**src/rtl/bcr_pkg.sv**
```systemverilog
// Package with shared types and constants of the button combo resolver.
package bcr_pkg;

    localparam int PENDING_DEPTH_DEF = 8;
    localparam int BUTTON_COUNT_DEF  = 8;
    localparam int COMBO_COUNT_DEF   = 7;

    localparam int N_COMBO_REGS = 7;
    localparam int CFG_AW       = 4;
    localparam int CFG_DW       = 16;

    localparam logic [CFG_AW-1:0] REG_TIMEOUT     = 4'd0;
    localparam logic [CFG_AW-1:0] REG_COMBO_FIRST = 4'd1;
    localparam logic [CFG_AW-1:0] REG_COMBO_LAST  = 4'd7;

    localparam logic [15:0] TIMEOUT_RESET = 16'd100;
    localparam logic [7:0] COMBO_RESET [N_COMBO_REGS] = '{
        8'h03, 8'h09, 8'h0C, 8'h18, 8'h28, 8'h48, 8'h88
    };

    localparam logic REQ_BUTTON = 1'b0;
    localparam logic REQ_TICK   = 1'b1;

    localparam logic KIND_COMBO  = 1'b0;
    localparam logic KIND_SINGLE = 1'b1;

    typedef struct packed {
        logic        req_type;
        logic [2:0]  button;
        logic [2:0]  event_code;
        logic [31:0] now_ms;
    } t_in;

    typedef struct packed {
        logic       kind;
        logic [2:0] combo_index;
        logic [2:0] out_button;
        logic [2:0] out_event;
        logic       last;
    } t_out;

    typedef struct packed {
        logic [2:0] button;
        logic [2:0] event_code;
    } t_entry;

endpackage

```
**src/rtl/button_combo_resolver_top.sv**
```systemverilog
// Top level of the button combo resolver: sequencer, config registers, result register.
// A tick or ignored event passes S_CHECK and returns to idle; a stored event also passes S_STORE.
// A resolution reads each pending entry into the button mask, compares the combos in order,
// and, if none matches, emits every pending entry as a single action.
// One transaction at a time; results come one per strobe and cannot be stalled.
// Synchronous active-low reset restores config defaults and empties the window.
module button_combo_resolver_top
    import bcr_pkg::*;
#(
    parameter int PENDING_DEPTH = PENDING_DEPTH_DEF,
    parameter int BUTTON_COUNT  = BUTTON_COUNT_DEF,
    parameter int COMBO_COUNT   = COMBO_COUNT_DEF
) (
    input  logic              i_clk,
    input  logic              i_rst_n,
    input  logic              start,
    output logic              busy,
    input  t_in               i_item,
    input  logic              i_cfg_we,
    input  logic [CFG_AW-1:0] i_cfg_addr,
    input  logic [CFG_DW-1:0] i_cfg_wdata,
    output logic              o_strobe,
    output t_out              o_result
);

    localparam int AW = (PENDING_DEPTH > 1) ? $clog2(PENDING_DEPTH) : 1;
    localparam int CW = $clog2(PENDING_DEPTH + 1);
    localparam logic [CW-1:0] DEPTH_C = CW'(PENDING_DEPTH);
    localparam logic [3:0] BTN_LIMIT = 4'(BUTTON_COUNT);
    localparam logic [2:0] CI_LAST = 3'(COMBO_COUNT - 1);

    localparam logic [2:0] S_IDLE     = 3'd0;
    localparam logic [2:0] S_CHECK    = 3'd1;
    localparam logic [2:0] S_MASK_RD  = 3'd2;
    localparam logic [2:0] S_MASK_ACC = 3'd3;
    localparam logic [2:0] S_COMBO    = 3'd4;
    localparam logic [2:0] S_EMIT_RD  = 3'd5;
    localparam logic [2:0] S_EMIT_OUT = 3'd6;
    localparam logic [2:0] S_STORE    = 3'd7;

    logic [2:0]    r_state, n_state;
    t_in           r_item, n_item;
    logic [CW-1:0] r_cnt, n_cnt;
    logic [CW-1:0] r_idx, n_idx;
    logic [2:0]    r_ci, n_ci;
    logic [7:0]    r_mask, n_mask;
    logic [31:0]   r_wstart, n_wstart;
    logic          r_wopen, n_wopen;
    logic          r_stb, n_stb;
    t_out          r_out, n_out;

    logic [15:0]   r_timeout;
    logic [7:0]    r_combo [N_COMBO_REGS];

    logic [31:0]   elapsed;
    logic          expired;
    logic          item_ok;
    logic          at_last;
    logic [7:0]    cur_combo;
    logic          mem_we;
    t_entry        mem_wdata;
    t_entry        mem_rdata;

    bcr_pend_mem #(
        .DEPTH (PENDING_DEPTH),
        .AW    (AW)
    ) u_mem (
        .i_clk   (i_clk),
        .i_we    (mem_we),
        .i_waddr (r_cnt[AW-1:0]),
        .i_wdata (mem_wdata),
        .i_raddr (r_idx[AW-1:0]),
        .o_rdata (mem_rdata)
    );

    assign elapsed   = r_item.now_ms - r_wstart;
    assign expired   = r_wopen && (elapsed > {16'd0, r_timeout});
    assign item_ok   = (r_item.event_code != 3'd0) && ({1'b0, r_item.button} < BTN_LIMIT);
    assign at_last   = (r_idx == r_cnt - CW'(1));
    assign cur_combo = r_combo[r_ci];
    assign mem_wdata = '{button: r_item.button, event_code: r_item.event_code};
    assign mem_we    = (r_state == S_STORE) && (r_cnt < DEPTH_C);

    assign busy     = (r_state != S_IDLE);
    assign o_strobe = r_stb;
    assign o_result = r_out;

    always_ff @(posedge i_clk) begin
        if (!i_rst_n) begin
            r_timeout <= TIMEOUT_RESET;
            for (int k = 0; k < N_COMBO_REGS; k++) begin
                r_combo[k] <= COMBO_RESET[k];
            end
        end else if (i_cfg_we) begin
            if (i_cfg_addr == REG_TIMEOUT) begin
                r_timeout <= i_cfg_wdata;
            end else if (i_cfg_addr inside {[REG_COMBO_FIRST:REG_COMBO_LAST]}) begin
                r_combo[3'(i_cfg_addr - REG_COMBO_FIRST)] <= i_cfg_wdata[7:0];
            end
        end
    end

    always_comb begin
        n_state  = r_state;
        n_item   = r_item;
        n_cnt    = r_cnt;
        n_idx    = r_idx;
        n_ci     = r_ci;
        n_mask   = r_mask;
        n_wstart = r_wstart;
        n_wopen  = r_wopen;
        n_stb    = 1'b0;
        n_out    = r_out;
        case (r_state)
            S_IDLE: begin
                if (start) begin
                    n_item  = i_item;
                    n_state = S_CHECK;
                end
            end
            S_CHECK: begin
                n_idx  = '0;
                n_mask = '0;
                if (r_item.req_type == REQ_BUTTON && !item_ok) begin
                    n_state = S_IDLE;
                end else if (expired) begin
                    if (r_cnt == '0) begin
                        n_wopen = 1'b0;
                        n_state = (r_item.req_type == REQ_TICK) ? S_IDLE : S_STORE;
                    end else begin
                        n_state = S_MASK_RD;
                    end
                end else begin
                    n_state = (r_item.req_type == REQ_TICK) ? S_IDLE : S_STORE;
                end
            end
            S_MASK_RD: begin
                n_state = S_MASK_ACC;
            end
            S_MASK_ACC: begin
                n_mask = r_mask | (8'd1 << mem_rdata.button);
                if (at_last) begin
                    n_ci    = '0;
                    n_state = S_COMBO;
                end else begin
                    n_idx   = r_idx + CW'(1);
                    n_state = S_MASK_RD;
                end
            end
            S_COMBO: begin
                if (cur_combo != 8'd0 && cur_combo == r_mask) begin
                    n_stb   = 1'b1;
                    n_out   = '{kind: KIND_COMBO, combo_index: r_ci, out_button: 3'd0,
                                out_event: 3'd0, last: 1'b1};
                    n_cnt   = '0;
                    n_wopen = 1'b0;
                    n_state = (r_item.req_type == REQ_TICK) ? S_IDLE : S_STORE;
                end else if (r_ci == CI_LAST) begin
                    n_idx   = '0;
                    n_state = S_EMIT_RD;
                end else begin
                    n_ci = r_ci + 3'd1;
                end
            end
            S_EMIT_RD: begin
                n_state = S_EMIT_OUT;
            end
            S_EMIT_OUT: begin
                n_stb = 1'b1;
                n_out = '{kind: KIND_SINGLE, combo_index: 3'd0, out_button: mem_rdata.button,
                          out_event: mem_rdata.event_code, last: at_last};
                if (at_last) begin
                    n_cnt   = '0;
                    n_wopen = 1'b0;
                    n_state = (r_item.req_type == REQ_TICK) ? S_IDLE : S_STORE;
                end else begin
                    n_idx   = r_idx + CW'(1);
                    n_state = S_EMIT_RD;
                end
            end
            S_STORE: begin
                if (r_cnt < DEPTH_C) begin
                    n_cnt = r_cnt + CW'(1);
                end
                n_wopen  = 1'b1;
                n_wstart = r_item.now_ms;
                n_state  = S_IDLE;
            end
            default: begin
                n_state = S_IDLE;
            end
        endcase
    end

    always_ff @(posedge i_clk) begin
        if (!i_rst_n) begin
            r_state  <= S_IDLE;
            r_cnt    <= '0;
            r_wstart <= '0;
            r_wopen  <= 1'b0;
            r_stb    <= 1'b0;
        end else begin
            r_state  <= n_state;
            r_cnt    <= n_cnt;
            r_wstart <= n_wstart;
            r_wopen  <= n_wopen;
            r_stb    <= n_stb;
        end
    end

    always_ff @(posedge i_clk) begin
        r_item <= n_item;
        r_idx  <= n_idx;
        r_ci   <= n_ci;
        r_mask <= n_mask;
        r_out  <= n_out;
    end

endmodule

```
**src/rtl/bcr_pend_mem.sv**
```systemverilog
// Pending event buffer with one write port and one registered read port.
module bcr_pend_mem
    import bcr_pkg::*;
#(
    parameter int DEPTH = PENDING_DEPTH_DEF,
    parameter int AW    = (DEPTH > 1) ? $clog2(DEPTH) : 1
) (
    input  logic          i_clk,
    input  logic          i_we,
    input  logic [AW-1:0] i_waddr,
    input  t_entry        i_wdata,
    input  logic [AW-1:0] i_raddr,
    output t_entry        o_rdata
);

    t_entry mem [DEPTH];

    always_ff @(posedge i_clk) begin
        if (i_we) begin
            mem[i_waddr] <= i_wdata;
        end
    end

    always_ff @(posedge i_clk) begin
        o_rdata <= mem[i_raddr];
    end

endmodule

```
**config.mk**
```make
export PLATFORM = sky130hd
export DESIGN_NAME = button_combo_resolver_top
export DESIGN_NICKNAME = d
export VERILOG_FILES = /design/src/rtl/bcr_pkg.sv /design/src/rtl/button_combo_resolver_top.sv /design/src/rtl/bcr_pend_mem.sv
export SDC_FILE = /design/constraint.sdc
export NUM_CORES = 1
export LEC_CHECK = 0
export BUFFER_PORTS_ARGS = -buffer_cell sky130_fd_sc_hd__buf_2
export CAP_MARGIN = 0
export CELL_PAD_IN_SITES_DETAIL_PLACEMENT = 1
export CELL_PAD_IN_SITES_GLOBAL_PLACEMENT = 2
export CORE_UTILIZATION = 40
export DETAILED_ROUTE_END_ITERATION = 10
export HOLD_SLACK_MARGIN = 0.12
export PLACE_DENSITY_LB_ADDON = 0.1
export SYNTH_ARGS = -nofsm -noshare
export SYNTH_HDL_FRONTEND = slang
export SYNTH_SLANG_ARGS = --single-unit
```
**constraint.sdc**
```tcl
create_clock -name i_clk -period 6.2 [get_ports i_clk]
set_input_delay 0.62 -clock i_clk [delete_from_list [all_inputs] [get_ports i_clk]]
set_output_delay 0.62 -clock i_clk [all_outputs]
set_load 0.01 [all_outputs]
```
==> results of run 1 <==
[placed cells by master (no fill, tap or decap), types with 4 or more instances in the layout]
cell | netlist | layout
nand3_1 | 26 | 26
nand4_1 | 11 | 11
o31ai_1 | 4 | 4
xnor2_1 | 20 | 20
clkbuf_1 | 35 | 4
o21a_1 | 16 | 16
a21o_1 | 16 | 16
mux4_2 | 27 | 27
o21ai_0 | 28 | 28
ha_1 | 57 | 57
nand2_1 | 164 | 164
nor3_1 | 23 | 21
nand2b_1 | 12 | 12
edfxtp_1 | 169 | 169
buf_4 | 0 | 8
nor2b_1 | 11 | 11
mux2_2 | 7 | 7
a21oi_1 | 103 | 103
and2_1 | 16 | 16
clkbuf_8 | 0 | 4
xor2_1 | 16 | 16
and3_1 | 12 | 12
nor4_1 | 12 | 11
clkinv_2 | 0 | 5
a31oi_1 | 13 | 13
o21ai_1 | 7 | 7
or3_1 | 5 | 5
nor2_1 | 92 | 91
or4_1 | 4 | 4
o211ai_1 | 18 | 18
o2111ai_1 | 5 | 5
and4_1 | 5 | 5
buf_2 | 9 | 75
inv_1 | 86 | 86
mux2i_1 | 11 | 11
dfxtp_1 | 74 | 74
clkbuf_16 | 0 | 28
[per-stage QoR]
stage	setup WS (ns)	power, µW	area, µm²
after floorplan	2.40	2920	12500
after global placement	2.02	3260	13200
after detailed placement	1.84	3270	13200
after CTS	1.84	4950	14200
after global routing	1.38	5140	14200
final	1.87	4900	14200
[path summary, 6_finish.rpt]
kind | start | endpoint | slack [ns] | cells past startpoint
min | i_item[16] | r_item[16] | 0.24 | 1
max reg2reg | r_item[4] | r_state[1] | 1.87 | 17
min reg2reg | r_wstart[17] | r_wstart[17] | 0.45 | 2
max | r_item[4] | r_state[1] | 1.87 | 17
[layout make-up]
class,instances,area [µm²]
inverters,91,342
well taps,396,495
repair buffers,83,435
fillers,3438,16500
clock inverters,14,160
multi-input cells,797,5400
flip-flops and latches,243,6560
clock buffers,36,771
[power by group]
group / total [µW] / switching [µW] / internal [µW]
logic: 1140 / 663 / 481
clock network: 1670 / 668 / 1000
registers: 2080 / 172 / 1910
total: 4900 / 1500 / 3390
[flip-flops by register name (all words and copies together), names as in the netlist, 3 cells and up, named ones only]
name           flops
mem_wdata          6
o_result          11
r_ci               3
r_cnt              4
r_combo           64
r_idx              4
r_item            33
r_mask             8
r_state            3
r_timeout         16
r_wstart          32
u_mem.mem         48
u_mem.o_rdata      6
[cells by family (layout without fill, tap and decap cells)]
kind of cell / after synthesis / in the layout / share of synthesized area
muxes: 49 / 49 / 0.0676
xor gates and xnor gates: 36 / 36 / 0.0253
buffers and inverters: 139 / 224 / 0.0445
adders and majority gates: 58 / 58 / 0.0587
DFF: 243 / 243 / 0.525
AOI/OAI and AO/OA: 250 / 250 / 0.128
and+or+nand+nor: 404 / 404 / 0.151
[worst reg2reg max path, delay by kind of cell (launching register included)]
family | cells | cell delay (ns)
AO/OA/AOI/OAI | 7 | 1.33
flip-flops | 1 | 0.39
AND/OR/NAND/NOR | 7 | 1.62
adder cells (fa/ha/maj) | 2 | 0.71
XOR/XNOR | 1 | 0.18
[per-layer routing]
layer	GRT usage	wire (µm)
met1	0.275	14800
met2	0.370	16200
met3	0.0227	1050
met4	0.0508	634
met5	0	0
==> impl_metrics.json, run 1 <==
{
  "worst_pin_slew_ns": 1.16,
  "rsz0062_at_grt": "false",
  "skew_ns": 0.0172,
  "worstSetupEndpointType": "flop",
  "synth_cell_types": 77,
  "ios": 76,
  "synth_edf_count": 169,
  "critical_path.top_delay_family": "simple AND/OR/NAND/NOR gates",
  "antenna_found_initial": 0,
  "numPortBuffers": 75,
  "grt_pass1_wl_um": 51600,
  "fmax_ghz": 0.231,
  "yosysSeqAreaShare": 0.525,
  "postCtsSetupBuffers": 0,
  "vias_per_cell": 5.43,
  "synthTopCellsByCount": "169 x edfxtp_1, 164 x nand2_1, 103 x a21oi_1",
  "wl_um": 32700,
  "crit_required_ns": 6.65,
  "finalSetupViolations": 0,
  "grt_max_degree": 52,
  "die_x_um": 179,
  "die_height_um": 179,
  "ctsResizeCount": 0,
  "drv_cap": 0,
  "synth_top_area_share": 0.406,
  "antenna_cells": 0,
  "cp_slowest_cell": "nor3_1",
  "drt_iter0_markers": 397,
  "clockRootBuffer": "clkbuf_16",
  "fin_nets": 1364,
  "rows": 64,
  "synthCells": 1179,
  "first_pass_iters": 4,
  "synth_top_area_cell": "edfxtp_1",
  "synthArstFlopShare": 0,
  "netlist_area_mm2": 0.0125,
  "hp-class": "primary input to flop",
  "synthTopCellsByArea": "edfxtp_1 41%, dfxtp_1 12%, ha_1 5.7%, nand2_1 4.9%, mux4_2 4.9%",
  "coreArea_mm2": 0.0307,
  "path_cells": "ha_1 -> a21o_1 -> a31oi_1 -> a21oi_1 -> nor3_1 -> o21ai_0 -> xor2_1 -> ha_1 -> nand4_1 -> nor4_1 -> a21boi_0 -> or4_1 -> o21ai_0 -> nand4_1 -> nor4_2 -> nand2_1 -> a21o_1",
  "area_growth_pct": 13.4,
  "max_stage_delay_ns": 0.44,
  "arrival_ns": 4.77,
  "power.density_mw_per_mm2": 346,
  "gp_congestion": 0.854,
  "wl_per_cell_um": 19.7,
  "yosysWarnings": 0,
  "relSlewSlack": 0.220,
  "cts_made_buffers": 27,
  "synth.ff_latch_count": 243,
  "track_usage": 0.210,
  "fin_util": 0.462,
  "vias": 9013,
  "ant_nets": 0,
  "cts_tree": "yes",
  "layout-drive-gt1-share": 0.143,
  "clk_pin_slew_ns": 0.06,
  "syn_nets": 1300,
  "cts.path.max_buffers": 3,
  "synth_ff_type": "edfxtp_1",
  "leakagePower_uw": 0.00504,
  "crit_buf_inv": 0,
  "crit_type": "flop to flop",
  "layout.cells.non_filler": 1660,
  "clock-sinks": 243,
  "critPathLaunchType": "flop",
  "clock_latency_ns": 0.55,
  "hpwl_um": 23800,
  "drc": 0,
  "start_util": 0.407,
  "yosysMostFrequentCell": "edfxtp_1",
  "fin_crit_sh": 0.698,
  "dp.cells": 1610,
  "grt_overflow": 0,
  "die_area_mm2": 0.0319,
  "syn_avg_cell_area_um2": 10.6,
  "grt_pass1_vias": 9439,
  "vdd.ir_drop.worst_uv": 225,
  "holdBufCountCts": 0,
  "setup_tns_ns": 0,
  "status": "completed",
  "final_hold_viol_count": 0,
  "min_period_ns": 4.33,
  "maxSlewViolCount": 0,
  "hold_ws_ns": 0.241,
  "worstPathMaxFanout": 6,
  "cts_htree_levels": 1
}
No activity file was read; power rests on OpenSTA's default activity.
==> run 2: changes to the inputs <==
- clock period: 6.2 -> 4.3 ns (I/O delays scaled with it)
==> impl_metrics.json, run 2 (same netlist as run 1, synthesis figures left out) <==
{
  "status": "completed",
  "hp-class": "primary input to flop",
  "reg_top3": "r_combo x64, u_mem.mem x48, r_item x33",
  "arrival_ns": 4.42,
  "ant_nets": 0,
  "seqPwrFrac": 0.424,
  "gp_congestion": 0.821,
  "fin_nets": 1429,
  "fin_total_pwr_uw": 7010,
  "clock-sinks": 243,
  "critPathLaunchType": "flop",
  "rows": 64,
  "place_area_mm2": 0.0134,
  "finalSetupViolations": 0,
  "maxSlewViolCount": 0,
  "grt_pass1_wl_um": 52400,
  "grt_overflow": 0,
  "crit_path_start": "r_item[6]",
  "worstSetupEndpointType": "flop",
  "min_period_ns": 4.01,
  "drt_iter0_markers": 454,
  "min_path_cells": 3,
  "ios": 76,
  "vdd.ir_drop.worst_uv": 327,
  "grt_max_degree": 52,
  "vias_per_cell": 5.34,
  "relSlewSlack": 0.335,
  "vias": 9218,
  "fin_crit_sh": 0.932,
  "die_height_um": 179,
  "min_from": "i_cfg_wdata[12]",
  "cts_tree": "yes",
  "cts.path.max_buffers": 3,
  "hpwl_um": 24100,
  "r2r_start": "r_item[6]",
  "top_register": "r_combo",
  "power.density_mw_per_mm2": 476,
  "final.setup.worst_slack_ns": 0.293,
  "antenna_found_initial": 0,
  "leakagePower_uw": 0.00531,
  "track_usage": 0.212,
  "p_int_uw": 4870,
  "holdPathEnd": "r_timeout[12]",
  "layout_common_cells": "169 x edfxtp_1, 164 x nand2_1, 102 x a21oi_1",
  "largest_reg_flops": 64,
  "r2r_end": "r_state[1]",
  "fin_util": 0.480,
  "final_hold_viol_count": 0,
  "worstPathMaxFanout": 6,
  "combPwrFrac": 0.251,
  "coreArea_mm2": 0.0307,
  "clock_power_share": 0.325,
  "switching_share": 0.305,
  "setup_tns_ns": 0,
  "cts_htree_levels": 1,
  "pre_cts_ws_ns": -0.00385,
  "r2r_cells": 17,
  "first_pass_iters": 5,
  "worst_pin_slew_ns": 0.998,
  "die_x_um": 179,
  "drc": 0,
  "crit_required_ns": 4.72,
  "final_common_cell": "edfxtp_1",
  "antenna_cells": 0,
  "wl_um": 33000,
  "start_util": 0.407,
  "crit_type": "flop to flop",
  "skew_ns": 0.0149,
  "clock_latency_ns": 0.53,
  "numPortBuffers": 75,
  "drv_cap": 0,
  "die_area_mm2": 0.0319,
  "cts_made_buffers": 28,
  "wl_per_cell_um": 19.1,
  "clk_pin_slew_ns": 0.06,
  "fmax_ghz": 0.250,
  "layout-drive-gt1-share": 0.150,
  "ff2ff_setup_slack_ns": 0.29,
  "clockRootBuffer": "clkbuf_16",
  "area_growth_pct": 17.8,
  "final_area_mm2": 0.0147,
  "p_sw_uw": 2140,
  "grt_pass1_vias": 9619
}
==> run 2: cell count changes in the layout (fill, tap and decap cells not counted), sizes merged <==
cell         previous run  this run
dlygate4sd3             0        41
buf                    83       106
clkbuf                 36        43
inv                    92        89
bufinv                  3         1
clkinv                  8         7
==> run 2: worst max-delay path, stage by stage (launching register included) <==
cell and delay (ns):
edfxtp_1 0.41, ha_1 0.44, and4_1 0.32, nand3_1 0.12
a21oi_2 0.21, nor3_2 0.09, o31ai_1 0.30, xor2_1 0.19
ha_1 0.26, nand4_1 0.10, nor4_1 0.07, a21boi_0 0.13
or4_1 0.44, o21ai_2 0.17, nand4_1 0.17, nor4_4 0.19
nand2_1 0.10, a21o_1 0.18
==> run 2: power groups by stage <==
stage | logic [µW] | registers (µW) | clock network [µW]
final | 1760 | 2970 | 2280
after global routing | 1960 | 3000 | 2430
after CTS | 1770 | 2980 | 2340
after detailed placement | 1730 | 3020 | 0
after global placement | 1710 | 3020 | 0
after floorplan | 1300 | 2910 | 0
==> run 2: cell type report <==
type	instances	area, µm²
multi-input cells	797	5410
fillers	3398	16000
repair buffers	147	1020
clock buffers	43	818
inverters	91	342
flip-flops and latches	243	6560
well taps	396	495
clock inverters	8	70.1
==> run 2: worst max-delay path by stage <==
stage                             to  cells after the start  slack (ns)
after floorplan           r_state[1]                     17        0.50
after global placement    r_state[1]                     19        0.16
after detailed placement  r_state[1]                     19      -0.004
after CTS                 r_state[1]                     19        0.03
after global routing      r_state[1]                     19       -0.02
final                     r_state[1]                     17        0.29
==> run 2: stage by stage <==
stage	hold slack (ns)	instances
after floorplan	0.436	1179
after global routing	0.141	1725
after CTS	0.120	1723
after detailed placement	0.449	1631
after global placement	0.443	1631
final	0.140	1725
==> run 2: what timing repair did <==
action | in CTS | in global routing
buffers inserted | 0 | 2
endpoints found under the setup margin | 1 | 4
hold endpoints to repair | 41 | 0
pin swaps | 0 | 4
resized for setup | 1 | 6
hold buffers | 41 | 0
==> run 2: routing by layer <==
| layer | GRT usage | up-vias | wire length (µm) | part of all wire |
|---|---|---|---|---|
| li1 | - | 4527 | - | - |
| met1 | 0.278 | 4515 | 14900 | 0.45 |
| met2 | 0.377 | 142 | 16400 | 0.50 |
| met3 | 0.0204 | 34 | 1110 | 0.033 |
| met4 | 0.0438 | 0 | 554 | 0.017 |
| met5 | 0 | - | 0 | 0 |
==> run 3: changes to the inputs <==
- ABC_AREA: not set -> 1
- CORE_UTILIZATION: 40 -> 37
==> impl_metrics.json, run 3 <==
{
  "status": "completed",
  "reg_top3": "r_combo x64, u_mem.mem x48, r_item x33",
  "relSlewSlack": 0.247,
  "antenna_cells": 0,
  "fin_crit_sh": 0.819,
  "syn_nets": 1707,
  "ios": 76,
  "crit_type": "flop to flop",
  "crit_required_ns": 4.77,
  "grt_pass1_vias": 10900,
  "first_pass_iters": 4,
  "critPathLaunchType": "flop",
  "clock_latency_ns": 0.54,
  "synth_ff_type": "edfxtp_1",
  "die_area_mm2": 0.0356,
  "synthTopCellsByCount": "376 x nand2_1, 258 x inv_1, 255 x nor2_1",
  "min_path_cells": 3,
  "ant_nets": 0,
  "hp-class": "primary input to flop",
  "wl_um": 35800,
  "synthCells": 1586,
  "pre_cts_ws_ns": 0.757,
  "layout_common_cells": "376 x nand2_1, 258 x inv_1, 254 x nor2_1",
  "use_met3": 0.0199,
  "r2r_end": "r_state[0]",
  "final_common_cell": "nand2_1",
  "synth_cell_types": 43,
  "grt_overflow": 0,
  "synthArstFlopShare": 0,
  "area_growth_pct": 16.3,
  "r2r_cells": 26,
  "holdPathEnd": "r_timeout[15]",
  "track_usage": 0.205,
  "leakagePower_uw": 0.00662,
  "fmax_ghz": 0.284,
  "maxSlewViolCount": 0,
  "busiest_layer": "met2",
  "met1_usage": 0.263,
  "hpwl_um": 27200,
  "wl_per_cell_um": 16.5,
  "postCtsSetupBuffers": 0,
  "power.density_mw_per_mm2": 576,
  "worst_pin_slew_ns": 1.13,
  "coreArea_mm2": 0.0339,
  "r2r_start": "r_item[12]",
  "final.setup.worst_slack_ns": 0.779,
  "clock-sinks": 243,
  "antenna_found_initial": 0,
  "netlist_area_mm2": 0.0129,
  "vias": 10500,
  "synth_top_area_cell": "edfxtp_1",
  "final_hold_viol_count": 0,
  "grt_max_degree": 62,
  "numPortBuffers": 75,
  "gp_congestion": 0.826,
  "use_met2": 0.373,
  "min_period_ns": 3.52,
  "synth_top_area_share": 0.394,
  "layout-drive-gt1-share": 0.0916,
  "cts_made_buffers": 28,
  "fill_cells": 4078,
  "top_register": "r_combo",
  "vdd.ir_drop.worst_uv": 375,
  "yosysMostFrequentCell": "nand2_1",
  "largest_reg_flops": 64,
  "arrival_ns": 3.99,
  "cts_tree": "yes",
  "synthTopCellsByArea": "edfxtp_1 39%, dfxtp_1 11%, nand2_1 11%, inv_1 7.5%, nor2_1 7.4%",
  "min_from": "i_cfg_wdata[15]",
  "start_util": 0.380,
  "worstSetupEndpointType": "flop",
  "clk_pin_slew_ns": 0.06,
  "setup_tns_ns": 0,
  "die_x_um": 189,
  "clockRootBuffer": "clkbuf_16",
  "drt_iter0_markers": 536,
  "drv_cap": 0,
  "skew_ns": 0.00827,
  "grt_pass1_wl_um": 57800,
  "drc": 0,
  "synth_edf_count": 169,
  "synth.ff_latch_count": 243,
  "worstPathMaxFanout": 4,
  "die_height_um": 189,
  "rows": 67,
  "yosysWarnings": 0,
  "ff2ff_setup_slack_ns": 0.78,
  "syn_avg_cell_area_um2": 8.12,
  "yosysSeqAreaShare": 0.509,
  "finalSetupViolations": 0,
  "cts_htree_levels": 1,
  "vias_per_cell": 4.82,
  "cts.path.max_buffers": 3,
  "fin_nets": 1823,
  "crit_path_start": "r_item[12]",
  "rsz0062_at_grt": "false"
}
[run 3: cell count changes after synthesis, sizes merged, moves of 13 or more]
cell   before  now
a21oi     105   91
inv        89  264
o21a       16    1
and2       16    0
nor2       92  257
nand3      26   54
o21ai      35  111
a21o       16    0
xnor2      20    7
mux4       27    0
nand2     165  381
nor3       24    7
[run 3: report_power, final]
| group | switching [µW] | total [µW] | leakage [µW] | internal (µW) |
|---|---|---|---|---|
| logic | 2130 | 3190 | 0.00401 | 1060 |
| registers | 257 | 3140 | 0.00217 | 2890 |
| clock network | 961 | 2300 | 0.000444 | 1340 |
| total | 3350 | 8630 | 0.00662 | 5280 |
[run 3: per-layer routing]
layer / vias up / part of all wire
li1: 5318 / -
met1: 5013 / 0.46
met2: 103 / 0.50
met3: 34 / 0.023
met4: 0 / 0.014
met5: - / 0
[run 3: cell families after synthesis]
logic type	after synthesis	synth area share
buffers and inverters	305	0.0946
AO/OA/AOI/OAI	236	0.0987
adder cells (fa/ha/maj)	58	0.0569
AND/OR/NAND/NOR	719	0.223
flip-flops	243	0.509
XOR/XNOR	25	0.0182
[run 3: worst max-delay path, stage by stage (launching register included)]
cell	delay (ns)
edfxtp_1	0.40
ha_1	0.39
nand2_1	0.14
nor2_1	0.27
nand2_1	0.15
inv_1	0.09
nand2_1	0.05
nand2_1	0.15
xor2_1	0.25
ha_1	0.27
nand2_1	0.08
nor2_1	0.07
nand2_1	0.08
nor2_1	0.04
nand2_1	0.05
nand2_1	0.05
nor2_1	0.08
nor2_1	0.05
nor2_1	0.10
nand2_1	0.05
nor2_1	0.08
nand2_1	0.05
nor2_1	0.08
nand2_1	0.10
nand3_1	0.08
nand3_1	0.09
a21oi_1	0.14
[run 3: how the worst max path moves through the flow]
stage | end | slack (ns) | depth (start not counted)
floorplan | r_state[2] | 1.34 | 29
global placement | r_state[0] | 0.80 | 26
detailed placement | r_state[0] | 0.76 | 26
CTS | r_state[0] | 0.72 | 26
global route | r_state[0] | 0.29 | 26
finish | r_state[0] | 0.78 | 26
[run 3: final cells by class]
| cell class | count | area, µm² | area share |
|---|---|---|---|
| inverter | 266 | 1000 | 0.0668 |
| clock buffer | 34 | 774 | 0.0517 |
| clock inverter | 18 | 123 | 0.00819 |
| multi-input combinational | 1038 | 5120 | 0.342 |
| tap | 448 | 561 | 0.0374 |
| timing repair buffer | 125 | 848 | 0.0566 |
| sequential | 243 | 6560 | 0.438 |
[run 3: what timing repair did]
| action | 4_1_cts | 5_1_grt |
|---|---|---|
| hold endpoints to repair | 39 | 0 |
| resized for setup | 0 | 0 |
| hold buffers | 39 | 0 |
[run 3: per-stage QoR]
step | instance area [µm²] | hold WS, ns | total power (µW) | utilization | instances
after floorplan | 12900 | 0.428 | 5480 | - | 1586
after global placement | 13700 | 0.443 | 6360 | 0.404 | 2081
after detailed placement | 13700 | 0.452 | 6410 | 0.404 | 2081
after CTS | 15000 | 0.152 | 8760 | 0.442 | 2172
after global routing | 15000 | 0.186 | 9310 | 0.442 | 2172
final | 15000 | 0.171 | 8630 | 0.442 | 2172
